`src/rtl/xobe_pkg.sv`:
```
// ----------------------------------------------------------------------------
// xobe_pkg : shared types and constants of the x86 operand byte encoder
// Byte codes for ModRM/SIB/REX fields, operand kinds and the frame of
// encoded bytes handed from the encoder to the output serializer.
// ----------------------------------------------------------------------------
package xobe_pkg;

	// Longest instruction: REX, two opcodes, ModRM, SIB, disp32
	localparam int unsigned MaxBytes = 9;
	localparam int unsigned CountW   = $clog2(MaxBytes + 1);

	// Operand kind codes (rm_kind)
	localparam logic [1:0] KIND_REG = 2'd0;
	localparam logic [1:0] KIND_MEM = 2'd1;

	// Action codes
	localparam logic ACT_RM  = 1'b0;
	localparam logic ACT_EXT = 1'b1;

	// ModRM / SIB field codes
	localparam logic [1:0] MOD_NODISP = 2'd0;
	localparam logic [1:0] MOD_DISP8  = 2'd1;
	localparam logic [1:0] MOD_DISP32 = 2'd2;
	localparam logic [1:0] MOD_REG    = 2'd3;
	localparam logic [2:0] RM_SIB     = 3'b100;
	localparam logic [2:0] RM_DISP    = 3'b101;
	localparam logic [3:0] REX_HIGH   = 4'b0100;
	localparam logic [3:0] REG_RSP    = 4'd4;

	// Displacement sizes in bytes
	localparam logic [2:0] DSZ_0 = 3'd0;
	localparam logic [2:0] DSZ_1 = 3'd1;
	localparam logic [2:0] DSZ_4 = 3'd4;

	// One decoded instruction operand
	typedef struct packed {
		logic        action;
		logic [7:0]  opcode_first;
		logic [7:0]  opcode_second;
		logic        two_byte_opcode;
		logic [3:0]  reg_index;
		logic        reg_is_64;
		logic [1:0]  rm_kind;
		logic [3:0]  rm_reg_a;
		logic [3:0]  rm_reg_b;
		logic [1:0]  mem_reg_count;
		logic [1:0]  mem_scale;
		logic [31:0] displacement;
	} xobe_item_t;

	// Encoded bytes, byte 0 goes out first
	typedef struct packed {
		logic [MaxBytes-1:0][7:0] bytes;
		logic [CountW-1:0]        count;
	} xobe_frame_t;

endpackage

```
`src/rtl/xobe_encoder.sv`:
```
// ----------------------------------------------------------------------------
// xobe_encoder : combinational operand encoder
// Works out REX, ModRM, SIB and displacement size for one item and lays the
// instruction bytes out in order.
// ----------------------------------------------------------------------------
module xobe_encoder (
	input  xobe_pkg::xobe_item_t  item,
	output xobe_pkg::xobe_frame_t frame
);
	import xobe_pkg::*;

	logic       r_bit, x_bit, b_bit, has_rex, sib;
	logic [1:0] mod;
	logic [2:0] rm;
	logic [2:0] dsize;
	logic [7:0] modrm, sib_val, rex_byte;
	logic [1:0] cnt;
	logic [3:0] idx, base, t;
	logic       need, dz, d8;
	logic [CountW-1:0] p_op, p_modrm, p_disp;

	assign dz = (item.displacement == 32'd0);
	assign d8 = (item.displacement[31:7] == '0) || (item.displacement[31:7] == '1);

	always_comb begin
		r_bit    = 1'b0;
		x_bit    = 1'b0;
		b_bit    = 1'b0;
		sib      = 1'b0;
		mod      = MOD_NODISP;
		rm       = 3'd0;
		dsize    = DSZ_0;
		sib_val  = 8'd0;
		cnt      = (item.mem_reg_count == 2'd3) ? 2'd2 : item.mem_reg_count;
		idx      = 4'd0;
		base     = 4'd0;
		t        = 4'd0;
		need     = 1'b0;
		if (item.action == ACT_EXT) begin
			b_bit = item.rm_reg_a[3];
			mod   = MOD_REG;
			rm    = item.rm_reg_a[2:0];
		end else begin
			r_bit = item.reg_index[3];
			if (item.rm_kind == KIND_REG) begin
				mod   = MOD_REG;
				rm    = item.rm_reg_a[2:0];
				b_bit = item.rm_reg_a[3];
			end else if (item.rm_kind != KIND_MEM) begin
				mod   = MOD_NODISP;
				rm    = RM_DISP;
				dsize = DSZ_4;
			end else begin
				if (dz) begin
					mod = MOD_NODISP; dsize = DSZ_0;
				end else if (d8) begin
					mod = MOD_DISP8; dsize = DSZ_1;
				end else begin
					mod = MOD_DISP32; dsize = DSZ_4;
				end
				sib = (cnt != 2'd1) || (item.rm_reg_a[2:0] == RM_SIB) ||
					(item.mem_scale != 2'd0);
				if (!sib) begin
					rm    = item.rm_reg_a[2:0];
					b_bit = item.rm_reg_a[3];
					if (rm == RM_DISP && mod == MOD_NODISP) begin
						mod = MOD_DISP8; dsize = DSZ_1;
					end
				end else begin
					idx  = (cnt > 2'd0) ? item.rm_reg_a : {1'b0, RM_SIB};
					base = (cnt > 2'd1) ? item.rm_reg_b : {1'b0, RM_DISP};
					need = (cnt > 2'd1) && (base[2:0] == RM_DISP);
					// rbp/r13 base with scale 1: move it to the index
					if (need && base[2:0] != idx[2:0] && base[2:0] != RM_SIB &&
						item.mem_scale == 2'd0) begin
						t    = idx;
						idx  = base;
						base = t;
						need = 1'b0;
					end
					// rsp cannot be an index
					if (cnt > 2'd0 && idx[2:0] == RM_SIB) begin
						if (cnt == 2'd1) begin
							if (idx == REG_RSP) base = REG_RSP;
						end else if (idx == REG_RSP) begin
							t    = idx;
							idx  = base;
							base = t;
						end
						if (cnt > 2'd1 && base[2:0] == RM_DISP) need = 1'b1;
					end
					if (need) begin
						if (mod == MOD_NODISP) begin
							mod = MOD_DISP8; dsize = DSZ_1;
						end
					end else if (base[2:0] == RM_DISP) begin
						mod = MOD_NODISP; dsize = DSZ_4;
					end
					rm      = RM_SIB;
					x_bit   = idx[3];
					b_bit   = base[3];
					sib_val = {item.mem_scale, idx[2:0], base[2:0]};
				end
			end
		end
	end

	assign modrm    = {mod, item.reg_index[2:0], rm};
	assign has_rex  = item.reg_is_64 | r_bit | x_bit | b_bit;
	assign rex_byte = {REX_HIGH, item.reg_is_64, r_bit, x_bit, b_bit};

	// Byte positions within the instruction
	assign p_op    = CountW'(has_rex);
	assign p_modrm = p_op + CountW'(1) + CountW'(item.two_byte_opcode);
	assign p_disp  = p_modrm + CountW'(1) + CountW'(sib);

	always_comb begin
		frame.count = p_disp + CountW'(dsize);
		for (int i = 0; i < MaxBytes; i++) begin
			frame.bytes[i] = 8'd0;
			if (has_rex && i == 0)
				frame.bytes[i] = rex_byte;
			if (CountW'(i) == p_op)
				frame.bytes[i] = item.opcode_first;
			if (item.two_byte_opcode && CountW'(i) == p_op + CountW'(1))
				frame.bytes[i] = item.opcode_second;
			if (CountW'(i) == p_modrm)
				frame.bytes[i] = modrm;
			if (sib && CountW'(i) == p_modrm + CountW'(1))
				frame.bytes[i] = sib_val;
			for (int j = 0; j < 4; j++) begin
				if (CountW'(j) < CountW'(dsize) && CountW'(i) == p_disp + CountW'(j))
					frame.bytes[i] = item.displacement[8*j +: 8];
			end
		end
	end

endmodule

```
`src/rtl/xobe_serializer.sv`:
```
// ----------------------------------------------------------------------------
// xobe_serializer : result byte shifter
// Holds one encoded instruction and sends its bytes one byte at a time.
// ----------------------------------------------------------------------------
module xobe_serializer (
	input  logic                  clk,
	input  logic                  arst_n,
	input  logic                  load_valid,
	output logic                  load_ready,
	input  xobe_pkg::xobe_frame_t frame,
	output logic                  out_valid,
	input  logic                  out_ready,
	output logic [7:0]            out_byte,
	output logic                  out_last,
	output logic [xobe_pkg::CountW-1:0] remaining
);
	import xobe_pkg::*;

	logic [MaxBytes-1:0][7:0] bytes_q;
	logic [CountW-1:0]        rem_q;
	logic                     take;

	assign out_valid  = (rem_q != '0);
	assign out_byte   = bytes_q[0];
	assign out_last   = (rem_q == CountW'(1));
	assign take       = out_valid && out_ready;
	assign load_ready = !out_valid || (take && out_last);
	assign remaining  = rem_q;

	always_ff @(posedge clk or negedge arst_n) begin
		if (!arst_n) begin
			rem_q <= '0;
		end else if (load_valid && load_ready) begin
			rem_q <= frame.count;
		end else if (take) begin
			rem_q <= rem_q - CountW'(1);
		end
	end

	// Advance the byte window on each take
	always_ff @(posedge clk) begin
		if (load_valid && load_ready) begin
			bytes_q <= frame.bytes;
		end else if (take) begin
			bytes_q <= {8'd0, bytes_q[MaxBytes-1:1]};
		end
	end

endmodule

```
`src/rtl/x86_operand_byte_encoder.sv`:
```
// ----------------------------------------------------------------------------
// x86_operand_byte_encoder : x86-64 REX/opcode/ModRM/SIB/displacement encoder
// Turns one operand description into the byte sequence of the instruction.
// ----------------------------------------------------------------------------
//
// Channel   Direction  Word contents
// s_axis    in         one instruction: opcodes, register and r/m operand
// m_axis    out        one instruction byte, tlast on the final byte
//
// An accepted word lands in the input register, the combinational encoder
// lays out all bytes and they load into the output shifter, which sends one
// byte per cycle while m_tready is high. An instruction is 2 to 9 bytes (REX,
// one or two opcodes, ModRM, optional SIB, disp 0/1/4); the shifter's one
// byte per cycle sets the sustained rate. The next word is taken while the
// current one is still being sent, so back-to-back instructions leave with
// no gap. A stalled m_tready holds the current byte; reset empties both
// the input register and the shifter.
//
module x86_operand_byte_encoder (
	input  logic        clk,
	input  logic        arst_n,
	input  logic        s_tvalid,
	output logic        s_tready,
	// [7:0] opcode_first, [15:8] opcode_second, [16] two_byte_opcode,
	// [20:17] reg_index, [21] reg_is_64, [25:22] rm_reg_a, [29:26] rm_reg_b,
	// [31:30] mem_reg_count, [33:32] mem_scale, [65:34] displacement, [71:66] zero
	input  logic [71:0] s_tdata,
	// [0] action, [2:1] rm_kind
	input  logic [2:0]  s_tuser,
	output logic        m_tvalid,
	input  logic        m_tready,
	// [7:0] out_byte
	output logic [7:0]  m_tdata,
	output logic        m_tlast
);
	import xobe_pkg::*;

	xobe_item_t        item_s1;
	logic              valid_s1;
	xobe_frame_t       frame;
	logic              load_ready;
	logic [CountW-1:0] remaining;

	// Input register: take a word when empty or when it moves on this cycle
	assign s_tready = !valid_s1 || load_ready;

	always_ff @(posedge clk or negedge arst_n) begin
		if (!arst_n) begin
			valid_s1 <= 1'b0;
		end else if (s_tready) begin
			valid_s1 <= s_tvalid;
		end
	end

	// Unpack the word; payload needs no reset
	always_ff @(posedge clk) begin
		if (s_tvalid && s_tready) begin
			item_s1.action          <= s_tuser[0];
			item_s1.rm_kind         <= s_tuser[2:1];
			item_s1.opcode_first    <= s_tdata[7:0];
			item_s1.opcode_second   <= s_tdata[15:8];
			item_s1.two_byte_opcode <= s_tdata[16];
			item_s1.reg_index       <= s_tdata[20:17];
			item_s1.reg_is_64       <= s_tdata[21];
			item_s1.rm_reg_a        <= s_tdata[25:22];
			item_s1.rm_reg_b        <= s_tdata[29:26];
			item_s1.mem_reg_count   <= s_tdata[31:30];
			item_s1.mem_scale       <= s_tdata[33:32];
			item_s1.displacement    <= s_tdata[65:34];
		end
	end

	// Encode in one pass
	xobe_encoder u_encoder (
		.item  (item_s1),
		.frame (frame)
	);

	// Send the bytes out one per cycle while m_tready is high
	xobe_serializer u_serializer (
		.clk        (clk),
		.arst_n     (arst_n),
		.load_valid (valid_s1),
		.load_ready (load_ready),
		.frame      (frame),
		.out_valid  (m_tvalid),
		.out_ready  (m_tready),
		.out_byte   (m_tdata),
		.out_last   (m_tlast),
		.remaining  (remaining)
	);

	// The shifter never holds more bytes than the longest instruction
	assert property (@(posedge clk) disable iff (!arst_n)
		remaining <= CountW'(MaxBytes))
		else $error("byte count out of range");

	// A waiting instruction is held until the shifter takes it
	assert property (@(posedge clk) disable iff (!arst_n)
		valid_s1 && !load_ready |=> valid_s1 && $stable(item_s1))
		else $error("pending instruction lost");

	// A byte that is not the last is always followed by another
	assert property (@(posedge clk) disable iff (!arst_n)
		m_tvalid && m_tready && !m_tlast |=> m_tvalid)
		else $error("instruction cut short");

	// A waiting instruction follows the last byte without a gap
	assert property (@(posedge clk) disable iff (!arst_n)
		m_tvalid && m_tready && m_tlast && valid_s1 |=> m_tvalid)
		else $error("gap between instructions");

endmodule

```
`config.mk`:
```
export PLATFORM = sky130hd
export DESIGN_NAME = x86_operand_byte_encoder
export DESIGN_NICKNAME = d
export VERILOG_FILES = /design/src/rtl/xobe_pkg.sv /design/src/rtl/xobe_encoder.sv /design/src/rtl/xobe_serializer.sv /design/src/rtl/x86_operand_byte_encoder.sv
export SDC_FILE = /design/constraint.sdc
export NUM_CORES = 1
export LEC_CHECK = 0
export ABC_AREA = 1
export BUFFER_PORTS_ARGS = -buffer_cell sky130_fd_sc_hd__buf_2
export CAP_MARGIN = 20
export CELL_PAD_IN_SITES_DETAIL_PLACEMENT = 1
export CELL_PAD_IN_SITES_GLOBAL_PLACEMENT = 2
export CORE_AREA = 2 2 173 175
export DETAILED_ROUTE_END_ITERATION = 7
export DIE_AREA = 0 0 175 177
export PLACE_DENSITY = 0.78
export RECOVER_POWER = 25
export SLEW_MARGIN = 20
export SYNTH_ARGS = -nofsm -noshare
export SYNTH_HDL_FRONTEND = slang
export SYNTH_HIERARCHICAL = 1
export SYNTH_SLANG_ARGS = --single-unit
```
`constraint.sdc`:
```
create_clock -name clk -period 6.9 [get_ports clk]
set_input_delay 1.38 -clock clk [delete_from_list [all_inputs] [get_ports clk]]
set_output_delay 1.38 -clock clk [all_outputs]
set_load 0.01 [all_outputs]
```
# Yosys cells after proc, flatten, opt, wreduce, memory -nomap -nowiden

Index checks and enable logic that the tools add are counted.

$lt $le $gt $ge: 6
Reductions and logical operators: 88
Mux-type cells: 145
Bitwise operators: 3
Add/sub/neg operators: 9
Equality and inequality tests: 71

Operators by type and width:

| operator             | number |
|---|---|
| $mux 8               | 69 |
| $mux 72              | 2 |
| $eq 3x4->1 const A   | 28 |
| $mux 4               | 26 |
| $logic_and 1x1->1    | 65 |
| $eq 2x4->1 const A   | 14 |
| $mux 3               | 14 |
| $logic_not 32->1     | 1 |
| $logic_not 4->1      | 8 |
| $eq 1x4->1 const A   | 7 |
| $eq 4x4->1 const A   | 7 |
| $mux 2               | 14 |
| $eq 25x25->1 const B | 1 |
| $logic_not 25->1     | 1 |
| $mux 1               | 19 |
| $eq 3x3->1 const B   | 6 |
| $add 4x1->4          | 2 |
| $add 4x1->4 const B  | 2 |
| $add 4x2->4 const B  | 2 |
| $mux 7               | 1 |
| $logic_not 2->1      | 3 |
| $lt 1x3->1 const A   | 2 |
| $lt 2x3->1 const A   | 2 |
| $logic_or 1x1->1     | 5 |
| 15 further kinds     | 21 |

Logic and storage cells: 345
Register bits after elaboration: 146
Bits of input ports: 79

# Longest topological paths before layout

Word-level depth: 43
Gate-level depth with buffers: 33
Gate-level depth less buffers: 32

# By module

Netlist, hierarchy kept.

Modules (own cells, without submodules):

| module                   | seq. area each (um^2) | times used | area an instance (um^2) | cells each |
|---|---|---|---|---|
| xobe_encoder             | 0.0                   | 1          | 4381.7                  | 924 |
| xobe_serializer          | 2262.2                | 1          | 3558.4                  | 361 |
| x86_operand_byte_encoder | 2097.0                | 1          | 2117.0                  | 75 |

# Worst setup path after synthesis

Ideal clock, no wire load.

Path type: input -> register
Start point: input port m_tready
End point: register item_s1[0] (netlist name), enable pin
Data required time: 6.381 ns
Arrival: 5.171 ns
Path buffers: 1
Setup slack: 1.211 ns
Stages: 5
Path through: nand3_1 > nand2_2 > buf_2 > inv_1 > a21oi_1

Cells in the longest elaborated chain, start to end: 5

RTL lines:

| item                 | RTL line                       | RTL |
|---|---|---|
| start: declaration   | x86_operand_byte_encoder.sv:31 | `input logic m_tready,` |
| $logic_and 1x1->1    | xobe_serializer.sv:26          | `assign take = out_valid && out_ready;` |
| $logic_and 1x1->1    | xobe_serializer.sv:27          | `assign load_ready = !out_valid \|\| (take && out_last);` |
| $logic_or 1x1->1     | xobe_serializer.sv:27          |  |
| named net load_ready | x86_operand_byte_encoder.sv:41 | `logic load_ready;` |
| $logic_or 1x1->1     | x86_operand_byte_encoder.sv:45 | `assign s_tready = !valid_s1 \|\| load_ready;` |
| $logic_and 1x1->1    | x86_operand_byte_encoder.sv:57 | `if (s_tvalid && s_tready) begin` |
| end: declaration     | x86_operand_byte_encoder.sv:38 | `xobe_item_t item_s1;` |

The timed path passes the listed nets, and every way through them passes these cells.
A chain may end at the register's enable or synchronous reset.

==> flow_metrics.tcl <==
set metrics [dict create \
    grt_max_degree 77 \
    grt_pass1_vias 9465 \
    post-route-period-util_pct 81.5 \
    status "completed" \
    syn_area_mm2 0.0101 \
    clk_latency_ns 0.44 \
    maxCapViolations 0 \
    clkSlewWorstSetupHoldPaths_ns 0.06 \
    crit_type "reg2reg" \
    hpwl_mm 29.6 \
    p_sw_share_pct 47.1 \
    drc 0 \
    setup_viol_count_final 0 \
    portBuffers 83 \
    vias 9607 \
    dr.first_iter.drc_count 879 \
    rsz0062_at_grt "no" \
    io-pin-count 90 \
    die_w_um 175 \
    worstPathRequired_ns 7.10 \
    postCtsHoldBufs 0 \
    place_ws_ns 1.39 \
    cp_max_fo 12 \
    final.setup.worst_slack_ns 1.27 \
    antenna_left 0 \
    viasPerCell 5.32 \
    worst_pin_slew_ns 1.03 \
    drive_gt1_share_pct 12.2 \
    diodes 0 \
    first_pass_iters 5 \
    endpoint_kind "flip-flop" \
    die_h_um 177 \
    antenna_found_initial 0 \
    power_frac_clock_pct 19.3 \
    ys_warn_count 6 \
    fin_tns_setup_ns 0 \
    internal-power_uw 2690 \
    synthTopCellsByArea "edfxtp_1 42%, nand2_1 17%, nand3_1 7.2%" \
    root_buffer "clkbuf_16" \
    critPathArrivalTime_ns 5.83 \
    slew-limit-headroom_pct 31.1 \
    netlist_instances 1360 \
    postCtsSetupBuffers 0 \
    cts_resized 0 \
    grt_pass1_wl_mm 58.2 \
    nets 1498 \
    num_rows 63 \
    dieArea_mm2 0.0310 \
    routedWlPerCell_um 21.4 \
    min_period_ns 5.63 \
    whs_ns 0.481 \
    skew_ns 0.00976 \
    clock_path_buffers 2 \
    async_flop_share_pct 3.42 \
    ir_drop_mv 0.250 \
    grt.overflow.total 0 \
    hp-class "reg2reg" \
    yosysMostFrequentCell "nand2_1" \
    yosysTopAreaCell "edfxtp_1" \
    worst_path_largest_cell_delay_ns 0.63 \
    p_leak_uw 0.00508 \
    fin_util_pct 38.5 \
    p_comb_share_pct 48.2 \
    initial_core_util_pct 34.4 \
    p_per_area_mw_per_mm2 451 \
    cts_htree_levels 4 \
    ys_seq_elements 146 \
    areaGrowthSynthToFinish_pct 12.0 \
    switchingPower_uw 2390 \
    synth_nets 1453 \
    yosysSeqAreaShare_pct 43.3 \
    synthFlopType "edfxtp_1" \
    cts_tree "done" \
    p_seq_share_pct 32.4 \
    total_power_uw 5080 \
    worst_path_most_repeated_cell "nand2_1" \
    cts_buffers 17 \
    syn_avg_cell_area_um2 7.39 \
    critPathLaunchType "flip-flop" \
    synth_edf_count 141 \
    maxSlewViolCount 0 \
    wl_mm 38.7 \
    grtUsageTotal_pct 25.7 \
    yosysTopAreaCellShare_pct 42.1 \
    core_mm2 0.0292 \
    synth_cell_types 43 \
    cp_slowest_cell "ha_1" \
    synthTopCellsByCount "461 x nand2_1, 146 x inv_1, 145 x nand3_1, 141 x edfxtp_1, 90 x nor2_1" \
    finalHoldViolCount 0 \
    clock-sinks 146 \
    fmax_mhz 178 \
    gp_congestion 0.954 \
]
[cell type report]
| class | instances | area [um^2] |
|---|---|---|
| Timing Repair Buffer | 91 | 472 |
| Clock buffer | 18 | 429 |
| Clock inverter | 12 | 184 |
| Multi-Input combinational cell | 993 | 4750 |
| Tap cell | 390 | 488 |
| Inverter | 156 | 586 |
| Fill cell | 3643 | 18000 |
| Sequential cell | 146 | 4360 |
[per-layer routing]
layer	track usage, %	vias to the layer above	wire [um]
li1	-	4621	-
met4	9.79	0	1210
met3	3.57	53	1590
met1	36.1	4679	18600
met2	40.2	254	17300
met5	0	-	0
[worst max-delay path: cells and delay by family, from the launching register on]
family	cells	cell delay, ns
simple gates	22	2.51
buf+inv	6	1.23
fa+ha+maj	1	0.63
flops	1	0.54
compound gates	2	0.44
[per-stage QoR]
step | std cells | area [um^2]
global route | 1806 | 11300
global placement | 1776 | 10700
finish | 1806 | 11300
CTS | 1806 | 11300
floorplan | 1360 | 10100
detailed placement | 1776 | 10700
[power groups by stage]
stage | clock network [uW] | registers (uW) | logic, uW
floorplan | 0 | 1580 | 1730
global placement | 0 | 1660 | 2410
detailed placement | 0 | 1670 | 2440
CTS | 1010 | 1650 | 2450
global route | 1040 | 1680 | 2730
finish | 983 | 1650 | 2450
[registers in the layout, summed over array words and instances, names as in the netlist]
| signal | count |
|---|---|
| u_serializer/remaining | 4 |
| item_s1 | 69 |
| u_serializer/bytes_q | 64 |
| u_serializer/out_byte | 8 |
| valid_s1 | 1 |
[layout by cell type (no fill, tap or decap), types with 2 or more instances in the layout]
cell type   count
clkbuf_16      17
nand4_1        32
a22oi_1         5
a21oi_4         2
nor2_1         90
nand2_1       461
clkbuf_1        4
o211ai_1       15
nand3_2         8
inv_2           9
clkinv_4        3
buf_2          80
nand3_1       145
clkinvlp_4      2
nand3b_1        2
nand2_2        13
ha_1           13
o22ai_1        30
o21bai_1        2
xnor2_1         2
a21oi_1        18
inv_1         145
nand4_2         2
inv_6           2
nor2_4          3
o21ai_1        30
dfrtp_1         4
buf_4           8
bufinv_16       4
edfxtp_1      141
nor2_2          9
clkinv_1        2
nor3_1         10
o21ai_0        78
a31oi_1         2
nand2_4         5
nor4_1          7
[logic make-up after synthesis]
family | after synthesis | synth area share [%]
adder cells (fa/ha/maj) | 14 | 1.82
buffers and inverters | 221 | 9.60
multiplexers | 1 | 0.0995
flip-flops | 146 | 43.3
XOR/XNOR | 4 | 0.423
AND/OR/NAND/NOR | 788 | 34.2
AO/OA/AOI/OAI | 186 | 10.5
[final timing paths]
kind | depth (start not counted) | to | slack (ns) | from
min reg2reg | 2 | u_serializer/remaining[1] | 0.48 | u_serializer/remaining[1]
max | 31 | u_serializer/bytes_q[43] | 1.27 | item_s1[35]
min | 2 | u_serializer/remaining[1] | 0.48 | u_serializer/remaining[1]
max reg2reg | 31 | u_serializer/bytes_q[43] | 1.27 | item_s1[35]
min in group asynchronous | 1 | u_serializer/remaining[3] | 0.79 | arst_n
max in group asynchronous | 1 | valid_s1 | 5.87 | arst_n
(Power assumes the default switching activity.)
